### src/sv/pfe_pkg.sv
// Package: shared types and constants for the polynomial feature expansion block.
`timescale 1ns / 1ps
`default_nettype none

package pfe_pkg;

   // Field widths fixed by the interface
   localparam int SAMPLE_W   = 16;
   localparam int VALUE_W    = 48;
   localparam int FEAT_IDX_W = 6;
   localparam int DEGREE_W   = 2;
   localparam int ROW_LEN_W  = 3;
   localparam int CSR_ADDR_W = 3;
   localparam int CSR_DATA_W = 32;

   // Constant feature, 1.0 in Q12.36
   localparam logic [VALUE_W-1:0] CONST_FEATURE = 48'h0010_0000_0000;

   // Register reset values
   localparam logic [DEGREE_W-1:0]  DEGREE_RESET     = 2'd3;
   localparam logic [ROW_LEN_W-1:0] ROW_LENGTH_RESET = 3'd5;

   // Register index, taken from the word address bit of the APB address
   localparam logic CSR_IDX_DEGREE     = 1'b0;
   localparam logic CSR_IDX_ROW_LENGTH = 1'b1;

   // Degree codes
   localparam logic [DEGREE_W-1:0] DEG_CONST  = 2'd0;
   localparam logic [DEGREE_W-1:0] DEG_LINEAR = 2'd1;
   localparam logic [DEGREE_W-1:0] DEG_QUAD   = 2'd2;
   localparam logic [DEGREE_W-1:0] DEG_CUBIC  = 2'd3;

   typedef enum logic [2:0] {
      ST_IDLE,
      ST_CONST,
      ST_LIN,
      ST_QJ,
      ST_QK,
      ST_CJ,
      ST_CK,
      ST_CM
   } pfe_state_type;

   typedef enum logic [1:0] {
      VAL_CONST,
      VAL_LIN,
      VAL_QUAD,
      VAL_CUBE
   } pfe_val_sel_type;

   typedef struct packed {
      logic                  wr_en;
      logic                  load_xj;
      logic                  load_pjk;
      logic                  emit;
      pfe_val_sel_type       sel;
      logic [FEAT_IDX_W-1:0] index;
      logic                  last;
   } pfe_cmd_type;

endpackage

`default_nettype wire

### src/sv/pfe_ctrl.sv
// Controller: row fill counting and the feature emission sequencer.
`timescale 1ns / 1ps
`default_nettype none

module pfe_ctrl
   import pfe_pkg::*;
#(
   parameter int MAX_ROW_LENGTH = 5
) (
   input  wire logic                              clock,
   input  wire logic                              reset,
   input  wire logic                              req_valid,
   output logic                                   req_ready,
   input  wire logic                              rsp_ready,
   output logic                                   rsp_valid,
   input  wire logic [DEGREE_W-1:0]               cfg_degree,
   input  wire logic [ROW_LEN_W-1:0]              cfg_row_length,
   output pfe_cmd_type                            cmd,
   output logic [((MAX_ROW_LENGTH > 1) ? $clog2(MAX_ROW_LENGTH) : 1)-1:0] wr_addr,
   output logic [((MAX_ROW_LENGTH > 1) ? $clog2(MAX_ROW_LENGTH) : 1)-1:0] rd_addr
);

   localparam int IDX_W = (MAX_ROW_LENGTH > 1) ? $clog2(MAX_ROW_LENGTH) : 1;
   localparam int CNT_W = $clog2(MAX_ROW_LENGTH + 1);

   pfe_state_type         state_ff, state_in;
   logic [IDX_W-1:0]      j_ff, j_in, k_ff, k_in, m_ff, m_in;
   logic [FEAT_IDX_W-1:0] idx_ff, idx_in;
   logic [CNT_W-1:0]      count_ff, count_in;
   logic [CNT_W-1:0]      len_ff, len_in;
   logic [DEGREE_W-1:0]   deg_ff, deg_in;
   logic                  rsp_valid_ff, rsp_valid_in;

   logic [CNT_W-1:0] len_now;
   logic [CNT_W-1:0] count_base;
   logic [CNT_W-1:0] count_next;
   logic [IDX_W-1:0] lm1;
   logic             out_free;

   // Clamp the row length into 1..MAX_ROW_LENGTH
   always_comb begin
      if (cfg_row_length == '0) begin
         len_now = CNT_W'(1);
      end else if (cfg_row_length > ROW_LEN_W'(MAX_ROW_LENGTH)) begin
         len_now = CNT_W'(MAX_ROW_LENGTH);
      end else begin
         len_now = CNT_W'(cfg_row_length);
      end
   end

   assign count_base = (count_ff >= len_now) ? '0 : count_ff;
   assign count_next = count_base + 1'b1;
   assign wr_addr    = IDX_W'(count_base);
   assign lm1        = IDX_W'(len_ff - 1'b1);
   assign out_free   = !rsp_valid_ff || rsp_ready;
   assign rsp_valid  = rsp_valid_ff;

   always_ff @(posedge clock) begin
      if (reset) begin
         state_ff     <= ST_IDLE;
         j_ff         <= '0;
         k_ff         <= '0;
         m_ff         <= '0;
         idx_ff       <= '0;
         count_ff     <= '0;
         len_ff       <= CNT_W'(1);
         deg_ff       <= DEG_CONST;
         rsp_valid_ff <= 1'b0;
      end else begin
         state_ff     <= state_in;
         j_ff         <= j_in;
         k_ff         <= k_in;
         m_ff         <= m_in;
         idx_ff       <= idx_in;
         count_ff     <= count_in;
         len_ff       <= len_in;
         deg_ff       <= deg_in;
         rsp_valid_ff <= rsp_valid_in;
      end
   end

   always_comb begin
      state_in     = state_ff;
      j_in         = j_ff;
      k_in         = k_ff;
      m_in         = m_ff;
      idx_in       = idx_ff;
      count_in     = count_ff;
      len_in       = len_ff;
      deg_in       = deg_ff;
      req_ready    = 1'b0;
      rd_addr      = j_ff;
      cmd.wr_en    = 1'b0;
      cmd.load_xj  = 1'b0;
      cmd.load_pjk = 1'b0;
      cmd.emit     = 1'b0;
      cmd.sel      = VAL_CONST;
      cmd.index    = idx_ff;
      cmd.last     = 1'b0;

      case (state_ff)
         ST_IDLE: begin
            req_ready = 1'b1;
            if (req_valid) begin
               cmd.wr_en = 1'b1;
               if (count_next == len_now) begin
                  count_in = '0;
                  len_in   = len_now;
                  deg_in   = cfg_degree;
                  idx_in   = '0;
                  j_in     = '0;
                  state_in = ST_CONST;
               end else begin
                  count_in = count_next;
               end
            end
         end
         ST_CONST: begin
            if (out_free) begin
               cmd.emit = 1'b1;
               cmd.sel  = VAL_CONST;
               cmd.last = (deg_ff == DEG_CONST);
               idx_in   = idx_ff + 1'b1;
               j_in     = '0;
               state_in = (deg_ff == DEG_CONST) ? ST_IDLE : ST_LIN;
            end
         end
         ST_LIN: begin
            rd_addr = j_ff;
            if (out_free) begin
               cmd.emit = 1'b1;
               cmd.sel  = VAL_LIN;
               cmd.last = (deg_ff == DEG_LINEAR) && (j_ff == lm1);
               idx_in   = idx_ff + 1'b1;
               if (j_ff == lm1) begin
                  j_in     = '0;
                  state_in = (deg_ff == DEG_LINEAR) ? ST_IDLE : ST_QJ;
               end else begin
                  j_in = j_ff + 1'b1;
               end
            end
         end
         ST_QJ: begin
            rd_addr     = j_ff;
            cmd.load_xj = 1'b1;
            k_in        = '0;
            state_in    = ST_QK;
         end
         ST_QK: begin
            rd_addr = k_ff;
            if (out_free) begin
               cmd.emit = 1'b1;
               cmd.sel  = VAL_QUAD;
               cmd.last = (deg_ff == DEG_QUAD) && (j_ff == lm1) && (k_ff == j_ff);
               idx_in   = idx_ff + 1'b1;
               if (k_ff == j_ff) begin
                  if (j_ff == lm1) begin
                     j_in     = '0;
                     state_in = (deg_ff == DEG_QUAD) ? ST_IDLE : ST_CJ;
                  end else begin
                     j_in     = j_ff + 1'b1;
                     state_in = ST_QJ;
                  end
               end else begin
                  k_in = k_ff + 1'b1;
               end
            end
         end
         ST_CJ: begin
            rd_addr     = j_ff;
            cmd.load_xj = 1'b1;
            k_in        = '0;
            state_in    = ST_CK;
         end
         ST_CK: begin
            rd_addr      = k_ff;
            cmd.load_pjk = 1'b1;
            m_in         = '0;
            state_in     = ST_CM;
         end
         ST_CM: begin
            rd_addr = m_ff;
            if (out_free) begin
               cmd.emit = 1'b1;
               cmd.sel  = VAL_CUBE;
               cmd.last = (j_ff == lm1) && (k_ff == j_ff) && (m_ff == k_ff);
               idx_in   = idx_ff + 1'b1;
               if (m_ff == k_ff) begin
                  if (k_ff == j_ff) begin
                     if (j_ff == lm1) begin
                        state_in = ST_IDLE;
                     end else begin
                        j_in     = j_ff + 1'b1;
                        state_in = ST_CJ;
                     end
                  end else begin
                     k_in     = k_ff + 1'b1;
                     state_in = ST_CK;
                  end
               end else begin
                  m_in = m_ff + 1'b1;
               end
            end
         end
         default: begin
            state_in = ST_IDLE;
         end
      endcase

      if (cmd.emit) begin
         rsp_valid_in = 1'b1;
      end else if (rsp_ready) begin
         rsp_valid_in = 1'b0;
      end else begin
         rsp_valid_in = rsp_valid_ff;
      end
   end

endmodule

`default_nettype wire

### src/sv/pfe_datapath.sv
// Datapath: row element store, product registers and the result register.
`timescale 1ns / 1ps
`default_nettype none

module pfe_datapath
   import pfe_pkg::*;
#(
   parameter int MAX_ROW_LENGTH = 5
) (
   input  wire logic                        clock,
   input  wire pfe_cmd_type                 cmd,
   input  wire logic [((MAX_ROW_LENGTH > 1) ? $clog2(MAX_ROW_LENGTH) : 1)-1:0] wr_addr,
   input  wire logic [((MAX_ROW_LENGTH > 1) ? $clog2(MAX_ROW_LENGTH) : 1)-1:0] rd_addr,
   input  wire logic signed [SAMPLE_W-1:0]  req_sample,
   output logic signed [VALUE_W-1:0]        rsp_feature_value,
   output logic [FEAT_IDX_W-1:0]            rsp_feature_index,
   output logic                             rsp_last_feature
);

   logic signed [SAMPLE_W-1:0]   row_ff [MAX_ROW_LENGTH];
   logic signed [SAMPLE_W-1:0]   xj_ff;
   logic signed [2*SAMPLE_W-1:0] pjk_ff;
   logic signed [VALUE_W-1:0]    value_ff, value_in;
   logic [FEAT_IDX_W-1:0]        index_ff;
   logic                         last_ff;

   logic signed [SAMPLE_W-1:0]   rd_data;
   logic signed [2*SAMPLE_W-1:0] prod2;
   logic signed [VALUE_W-1:0]    prod3;

   assign rd_data = row_ff[rd_addr];
   assign prod2   = (2*SAMPLE_W)'(xj_ff) * (2*SAMPLE_W)'(rd_data);
   assign prod3   = VALUE_W'(pjk_ff) * VALUE_W'(rd_data);

   always_comb begin
      case (cmd.sel)
         VAL_CONST: value_in = CONST_FEATURE;
         VAL_LIN:   value_in = {{8{rd_data[SAMPLE_W-1]}}, rd_data, 24'd0};
         VAL_QUAD:  value_in = {{4{prod2[2*SAMPLE_W-1]}}, prod2, 12'd0};
         VAL_CUBE:  value_in = prod3;
         default:   value_in = CONST_FEATURE;
      endcase
   end

   always_ff @(posedge clock) begin
      if (cmd.wr_en) begin
         row_ff[wr_addr] <= req_sample;
      end
      if (cmd.load_xj) begin
         xj_ff <= rd_data;
      end
      if (cmd.load_pjk) begin
         pjk_ff <= prod2;
      end
      if (cmd.emit) begin
         value_ff <= value_in;
         index_ff <= cmd.index;
         last_ff  <= cmd.last;
      end
   end

   assign rsp_feature_value = value_ff;
   assign rsp_feature_index = index_ff;
   assign rsp_last_feature  = last_ff;

endmodule

`default_nettype wire

### src/sv/polynomial_feature_expansion.sv
// Top level: polynomial feature expansion up to degree three, with APB registers.
`timescale 1ns / 1ps
`default_nettype none

// Channel  | Ports                                             | Direction
// ---------+---------------------------------------------------+----------
// request  | req_valid, req_ready, req_sample                  | in
// response | rsp_valid, rsp_ready, rsp_feature_value,          | out
//          | rsp_feature_index, rsp_last_feature               |
// csr      | csr_psel, csr_penable, csr_pwrite, csr_paddr,     | in/out
//          | csr_pwdata, csr_prdata, csr_pready                |
//
// Sequence: an item that does not complete a row is only stored. The item that
//   completes a row starts the emission sequence: the constant feature, then
//   the linear, quadratic and cubic groups at degree three; lower degrees drop
//   the later groups. The row store has a single read port, so each j costs a
//   load of x(j) ahead of its quadratic or cubic features, and each cubic pair
//   (j,k) a load of the product x(j)x(k) ahead of its features.
// Reset: synchronous, active high; clears the sequencer, the element count and
//   the registers (degree 3, row length 5). The row store is not cleared.
// Stalls: a result waits in the output register; the sequencer holds while it
//   is not taken. New items are taken only between rows.

module polynomial_feature_expansion
   import pfe_pkg::*;
#(
   parameter int MAX_ROW_LENGTH = 5
) (
   input  wire logic                       clock,
   input  wire logic                       reset,
   // request channel
   input  wire logic                       req_valid,
   output logic                            req_ready,
   input  wire logic signed [SAMPLE_W-1:0] req_sample,
   // response channel
   output logic                            rsp_valid,
   input  wire logic                       rsp_ready,
   output logic signed [VALUE_W-1:0]       rsp_feature_value,
   output logic [FEAT_IDX_W-1:0]           rsp_feature_index,
   output logic                            rsp_last_feature,
   // configuration port
   input  wire logic                       csr_psel,
   input  wire logic                       csr_penable,
   input  wire logic                       csr_pwrite,
   input  wire logic [CSR_ADDR_W-1:0]      csr_paddr,
   input  wire logic [CSR_DATA_W-1:0]      csr_pwdata,
   output logic [CSR_DATA_W-1:0]           csr_prdata,
   output logic                            csr_pready
);

   localparam int IDX_W = (MAX_ROW_LENGTH > 1) ? $clog2(MAX_ROW_LENGTH) : 1;

   logic [DEGREE_W-1:0]  degree_ff, degree_in;
   logic [ROW_LEN_W-1:0] row_length_ff, row_length_in;
   logic                 csr_write;
   logic                 csr_idx;

   pfe_cmd_type      cmd;
   logic [IDX_W-1:0] wr_addr;
   logic [IDX_W-1:0] rd_addr;

   // ------------------------------------------------------------------
   // Configuration registers. Word index comes from paddr[2]; the byte
   // offset bits are ignored, as usual for a 32-bit APB slave.
   // ------------------------------------------------------------------
   assign csr_pready = 1'b1;
   assign csr_write  = csr_psel && csr_penable && csr_pwrite && csr_pready;
   assign csr_idx    = csr_paddr[2];

   always_comb begin
      degree_in     = degree_ff;
      row_length_in = row_length_ff;
      if (csr_write) begin
         case (csr_idx)
            CSR_IDX_DEGREE:     degree_in     = csr_pwdata[DEGREE_W-1:0];
            CSR_IDX_ROW_LENGTH: row_length_in = csr_pwdata[ROW_LEN_W-1:0];
            default: begin
               degree_in     = degree_ff;
               row_length_in = row_length_ff;
            end
         endcase
      end
   end

   // Read back the addressed register, zero-extended to the bus
   always_comb begin
      case (csr_idx)
         CSR_IDX_DEGREE:     csr_prdata = CSR_DATA_W'(degree_ff);
         CSR_IDX_ROW_LENGTH: csr_prdata = CSR_DATA_W'(row_length_ff);
         default:            csr_prdata = '0;
      endcase
   end

   always_ff @(posedge clock) begin
      if (reset) begin
         degree_ff     <= DEGREE_RESET;
         row_length_ff <= ROW_LENGTH_RESET;
      end else begin
         degree_ff     <= degree_in;
         row_length_ff <= row_length_in;
      end
   end

   // ------------------------------------------------------------------
   // Controller: counts elements into the row, then walks the constant,
   // linear, quadratic and cubic groups and drives the datapath.
   // ------------------------------------------------------------------
   pfe_ctrl #(
      .MAX_ROW_LENGTH (MAX_ROW_LENGTH)
   ) u_ctrl (
      .clock          (clock),
      .reset          (reset),
      .req_valid      (req_valid),
      .req_ready      (req_ready),
      .rsp_ready      (rsp_ready),
      .rsp_valid      (rsp_valid),
      .cfg_degree     (degree_ff),
      .cfg_row_length (row_length_ff),
      .cmd            (cmd),
      .wr_addr        (wr_addr),
      .rd_addr        (rd_addr)
   );

   // ------------------------------------------------------------------
   // Datapath: row store, x(j) and x(j)x(k) registers, output register.
   // ------------------------------------------------------------------
   pfe_datapath #(
      .MAX_ROW_LENGTH (MAX_ROW_LENGTH)
   ) u_datapath (
      .clock             (clock),
      .cmd               (cmd),
      .wr_addr           (wr_addr),
      .rd_addr           (rd_addr),
      .req_sample        (req_sample),
      .rsp_feature_value (rsp_feature_value),
      .rsp_feature_index (rsp_feature_index),
      .rsp_last_feature  (rsp_last_feature)
   );

endmodule

`default_nettype wire

### config.mk
export PLATFORM = sky130hd
export DESIGN_NAME = polynomial_feature_expansion
export DESIGN_NICKNAME = d
export VERILOG_FILES = /design/src/sv/pfe_pkg.sv /design/src/sv/pfe_ctrl.sv /design/src/sv/pfe_datapath.sv /design/src/sv/polynomial_feature_expansion.sv
export SDC_FILE = /design/constraint.sdc
export NUM_CORES = 2
export LEC_CHECK = 0
export ABC_AREA = 1
export BUFFER_PORTS_ARGS = -buffer_cell sky130_fd_sc_hd__buf_2
export CORE_MARGIN = 1.5
export CORE_UTILIZATION = 50
export CTS_BUF_LIST = sky130_fd_sc_hd__clkbuf_2
export DETAILED_ROUTE_END_ITERATION = 10
export PLACE_DENSITY_LB_ADDON = 0.25
export SLEW_MARGIN = 15
export SYNTH_ARGS = -nofsm -noshare
export SYNTH_HDL_FRONTEND = slang
export SYNTH_SLANG_ARGS = --single-unit
export TNS_END_PERCENT = 30
### constraint.sdc
create_clock -name clock -period 21.2 [get_ports clock]
set_clock_uncertainty 0.05 [all_clocks]
set_input_delay 3.18 -clock clock [delete_from_list [all_inputs] [get_ports clock]]
set_output_delay 3.18 -clock clock [all_outputs]
set_load 0.02 [all_outputs]
==> flow_summary_export.csv <==
group,metric,value,unit
clock_tree,cts_root_buf,"clkbuf_2",
worst_hold_path,hold_depth,2,
global_route,antenna_found_initial,6,
global_route,grt_overflow,0,
floorplanning,rows,101,
sta,rsz0062_at_grt,"no",
synthesis,synth_seq_cells,215,
synthesis,syn_inst,4606,
outcome,status,"complete, no violations",
synthesis,yosysWarnings,0,
cells_and_area,fin_util,0.526,
sta,fin_tns_setup,0,ns
floorplanning,dieArea,0.0778,mm²
route,viasPerCell,5.35,
clock_tree,cts_sinks,215,
synthesis,synth_largest_area_cell,"fa_1",
synthesis,syn_area,0.0381,mm²
synthesis,ys_types,43,
route,ant_nets,0,
sta,fin_crit_sh,0.433,
critical_path,reg2regPathDepth,36,
place,place_ws,12.10,ns
clock_tree,numCtsBuffers,61,
route,route.detailed.drc,0,
clock_tree,clock_path_buffers,3,
synthesis,syn_avg_cell_area,8.27,µm²
route,wl_per_cell,21.0,µm
critical_path,reg2reg_from,"u_ctrl.state_ff[1]",
global_route,grt_use_met2,0.499,
worst_hold_path,holdPathEnd,"u_ctrl.deg_ff[1]",
global_route,gr-max-usage-layer,"met2",
sta,fin_crit,9.19,ns
clock_tree,cts_setup_buffers,0,
synthesis,async_flop_share,0,
clock_tree,clk_latency,1.22,ns
global_route,grt_pass1_wl,186000,µm
job,max_cap_violations,0,
critical_path,worstSetupEndpointType,"flip-flop",
route,vias,30400,
place,place_hpwl,94000,µm
critical_path,cpMostUsedCell,"inv_1",
sta,slew_violations,0,
global_route,grt_use_met3,0.0848,
floorplanning,ios,148,
floorplanning,fp.dieH,279,µm
global_route,use_met1,0.425,
global_route,grt_use_total,0.320,
critical_path,cp_max_fo,34,
floorplanning,core_area,0.0757,mm²
critical_path,r2r-end,"u_datapath.rsp_feature_value[45]",
critical_path,start_kind,"flip-flop",
place,portBuffers,86,
critical_path,crit_type,"reg2reg",
global_route,grt_pass1_vias,31600,
synthesis,synthTopCellsByArea,"fa_1 39%, edfxtp_1 14%, inv_1 11%, nand2_1 9.9%, ha_1 6.7%",
synthesis,post-synth-top-count-cell,"inv_1",
sta,tightest_slew,0.994,ns
critical_path,r2r_slack,12.01,ns
route,wl,119000,µm
critical_path,crit_arrival,9.95,ns
route,drtIter0Drc,2698,
global_route,grt_max_degree,42,
route,drtPass1Iterations,8,
sta,relSlewSlack,0.335,
clock_tree,cts_tree,"yes",
sta,fin_ws,12.01,ns
place,place.gp.congestion,1.01,
cells_and_area,area_growth,4.53,%
cells_and_area,final_layout_size_suffix_gt1_frac,0.0627,
worst_hold_path,hp-class,"reg2reg",
synthesis,synth_edf_count,183,
clock_tree,holdBufCountCts,0,
clock_tree,cts_htree_levels,2,
worst_hold_path,min_from,"degree_ff[1]",
clock_tree,path_clk_slew,0.11,ns
critical_path,cpPeakStageDelay,0.67,ns
synthesis,netlist.area_leader.share,0.393,
synthesis,synthTopCellsByCount,"1,103 x inv_1, 1,006 x nand2_1, 748 x fa_1, 518 x nor2_1, 205 x ha_1",
sta,hold_viol,0,
sta,setup_violations,0,
floorplanning,die_w,279,µm
critical_path,critPathSlowestCell,"inv_1",
synthesis,synth_ff_type,"edfxtp_1",
floorplanning,initial_utilization,0.503,
critical_path,cp_data_required_time,21.96,ns
clock_tree,ctsResizeCount,0,
sta,fmax,0.109,GHz
synthesis,ys_seq_area_frac,0.161,
cells_and_area,fin_nets,5666,
-- how the worst max path moves through the flow --
| stage | from | endpoint | cells past startpoint |
|---|---|---|---|
| 2_1_floorplan | csr_paddr[2] | csr_prdata[0] | 1 |
| 3_3_place_gp | u_ctrl.state_ff[1] | u_datapath.rsp_feature_value[21] | 30 |
| 3_5_place_dp | u_ctrl.state_ff[1] | u_datapath.rsp_feature_value[21] | 30 |
| 4_1_cts | u_ctrl.state_ff[1] | u_datapath.rsp_feature_value[21] | 30 |
| 5_1_grt | u_ctrl.state_ff[1] | u_datapath.rsp_feature_value[21] | 30 |
| 6_report | u_ctrl.state_ff[1] | u_datapath.rsp_feature_value[45] | 36 |
-- sequential cells by signal, indices dropped and copies added, names as in the netlist --
signal,cells
u_ctrl.j_ff,3
degree_ff,2
u_datapath.rsp_feature_index,6
u_ctrl.count_ff,3
u_ctrl.state_ff,3
u_datapath.xj_ff,16
u_ctrl.len_ff,3
u_ctrl.k_ff,3
u_ctrl.idx_ff,6
u_ctrl.deg_ff,2
u_datapath.rsp_feature_value,48
u_ctrl.m_ff,3
u_datapath.rsp_last_feature,1
u_datapath.pjk_ff,32
u_ctrl.rsp_valid,1
row_length_ff,3
u_datapath.row_ff,80
-- cell usage in the layout (no fill, tap or decap), types with 32 or more instances in the layout --
cell and n:
inv_1 1103, nand3_1 196, a21oi_1 129, clkbuf_2 83, dfxtp_1 32, ha_1 205
buf_2 86, nand4_1 40, nand2_1 1003, fa_1 748, buf_4 37, nor2_1 514
o21ai_0 92, edfxtp_1 183
-- stage by stage --
stage | hold WS [ns] | cells | instance area (µm²)
after floorplan | 0.390 | 4634 | 38200
after global routing | 0.469 | 5686 | 39800
after detailed placement | 0.429 | 5570 | 39200
after CTS | 0.422 | 5684 | 39800
after global placement | 0.424 | 5570 | 39200
final | 0.425 | 5688 | 39800
-- layer usage --
layer	routed length [µm]	vias to the layer above
met2	53300	1432
met4	6170	6
met5	69	-
li1	-	13700
met1	47300	15000
met3	12600	267
-- final cells by class --
class                   count  area (µm²)
diodes                      4        10.0
fillers                  7221       35900
repair buffers            123         708
flip-flops and latches    215        6140
multi-input cells        3130       26900
clock buffers              83         415
clock inverters            31         176
inverters                1124        4220
well taps                 978        1220
-- worst max-delay path: cells and delay by family (launching register included) --
kind	cells	cell delay [ns]
AOI/OAI and AO/OA	2	0.52
buffers and inverters	13	2.33
adders and majority gates	7	3.37
and+or+nand+nor	14	2.22
DFF	1	0.38
-- cells by family after synthesis --
| logic type | Yosys count | synth area share |
|---|---|---|
| buf+inv | 1289 | 0.135 |
| compound gates | 259 | 0.0366 |
| simple gates | 1848 | 0.197 |
| flops | 215 | 0.161 |
| fa+ha+maj | 953 | 0.460 |
| xor+xnor | 40 | 0.00920 |
| other cells | 2 | 0.000197 |
Power is left out: the tool's default activity adds up to more than one toggle a clock period on the data nets, which glitch-free logic cannot reach.
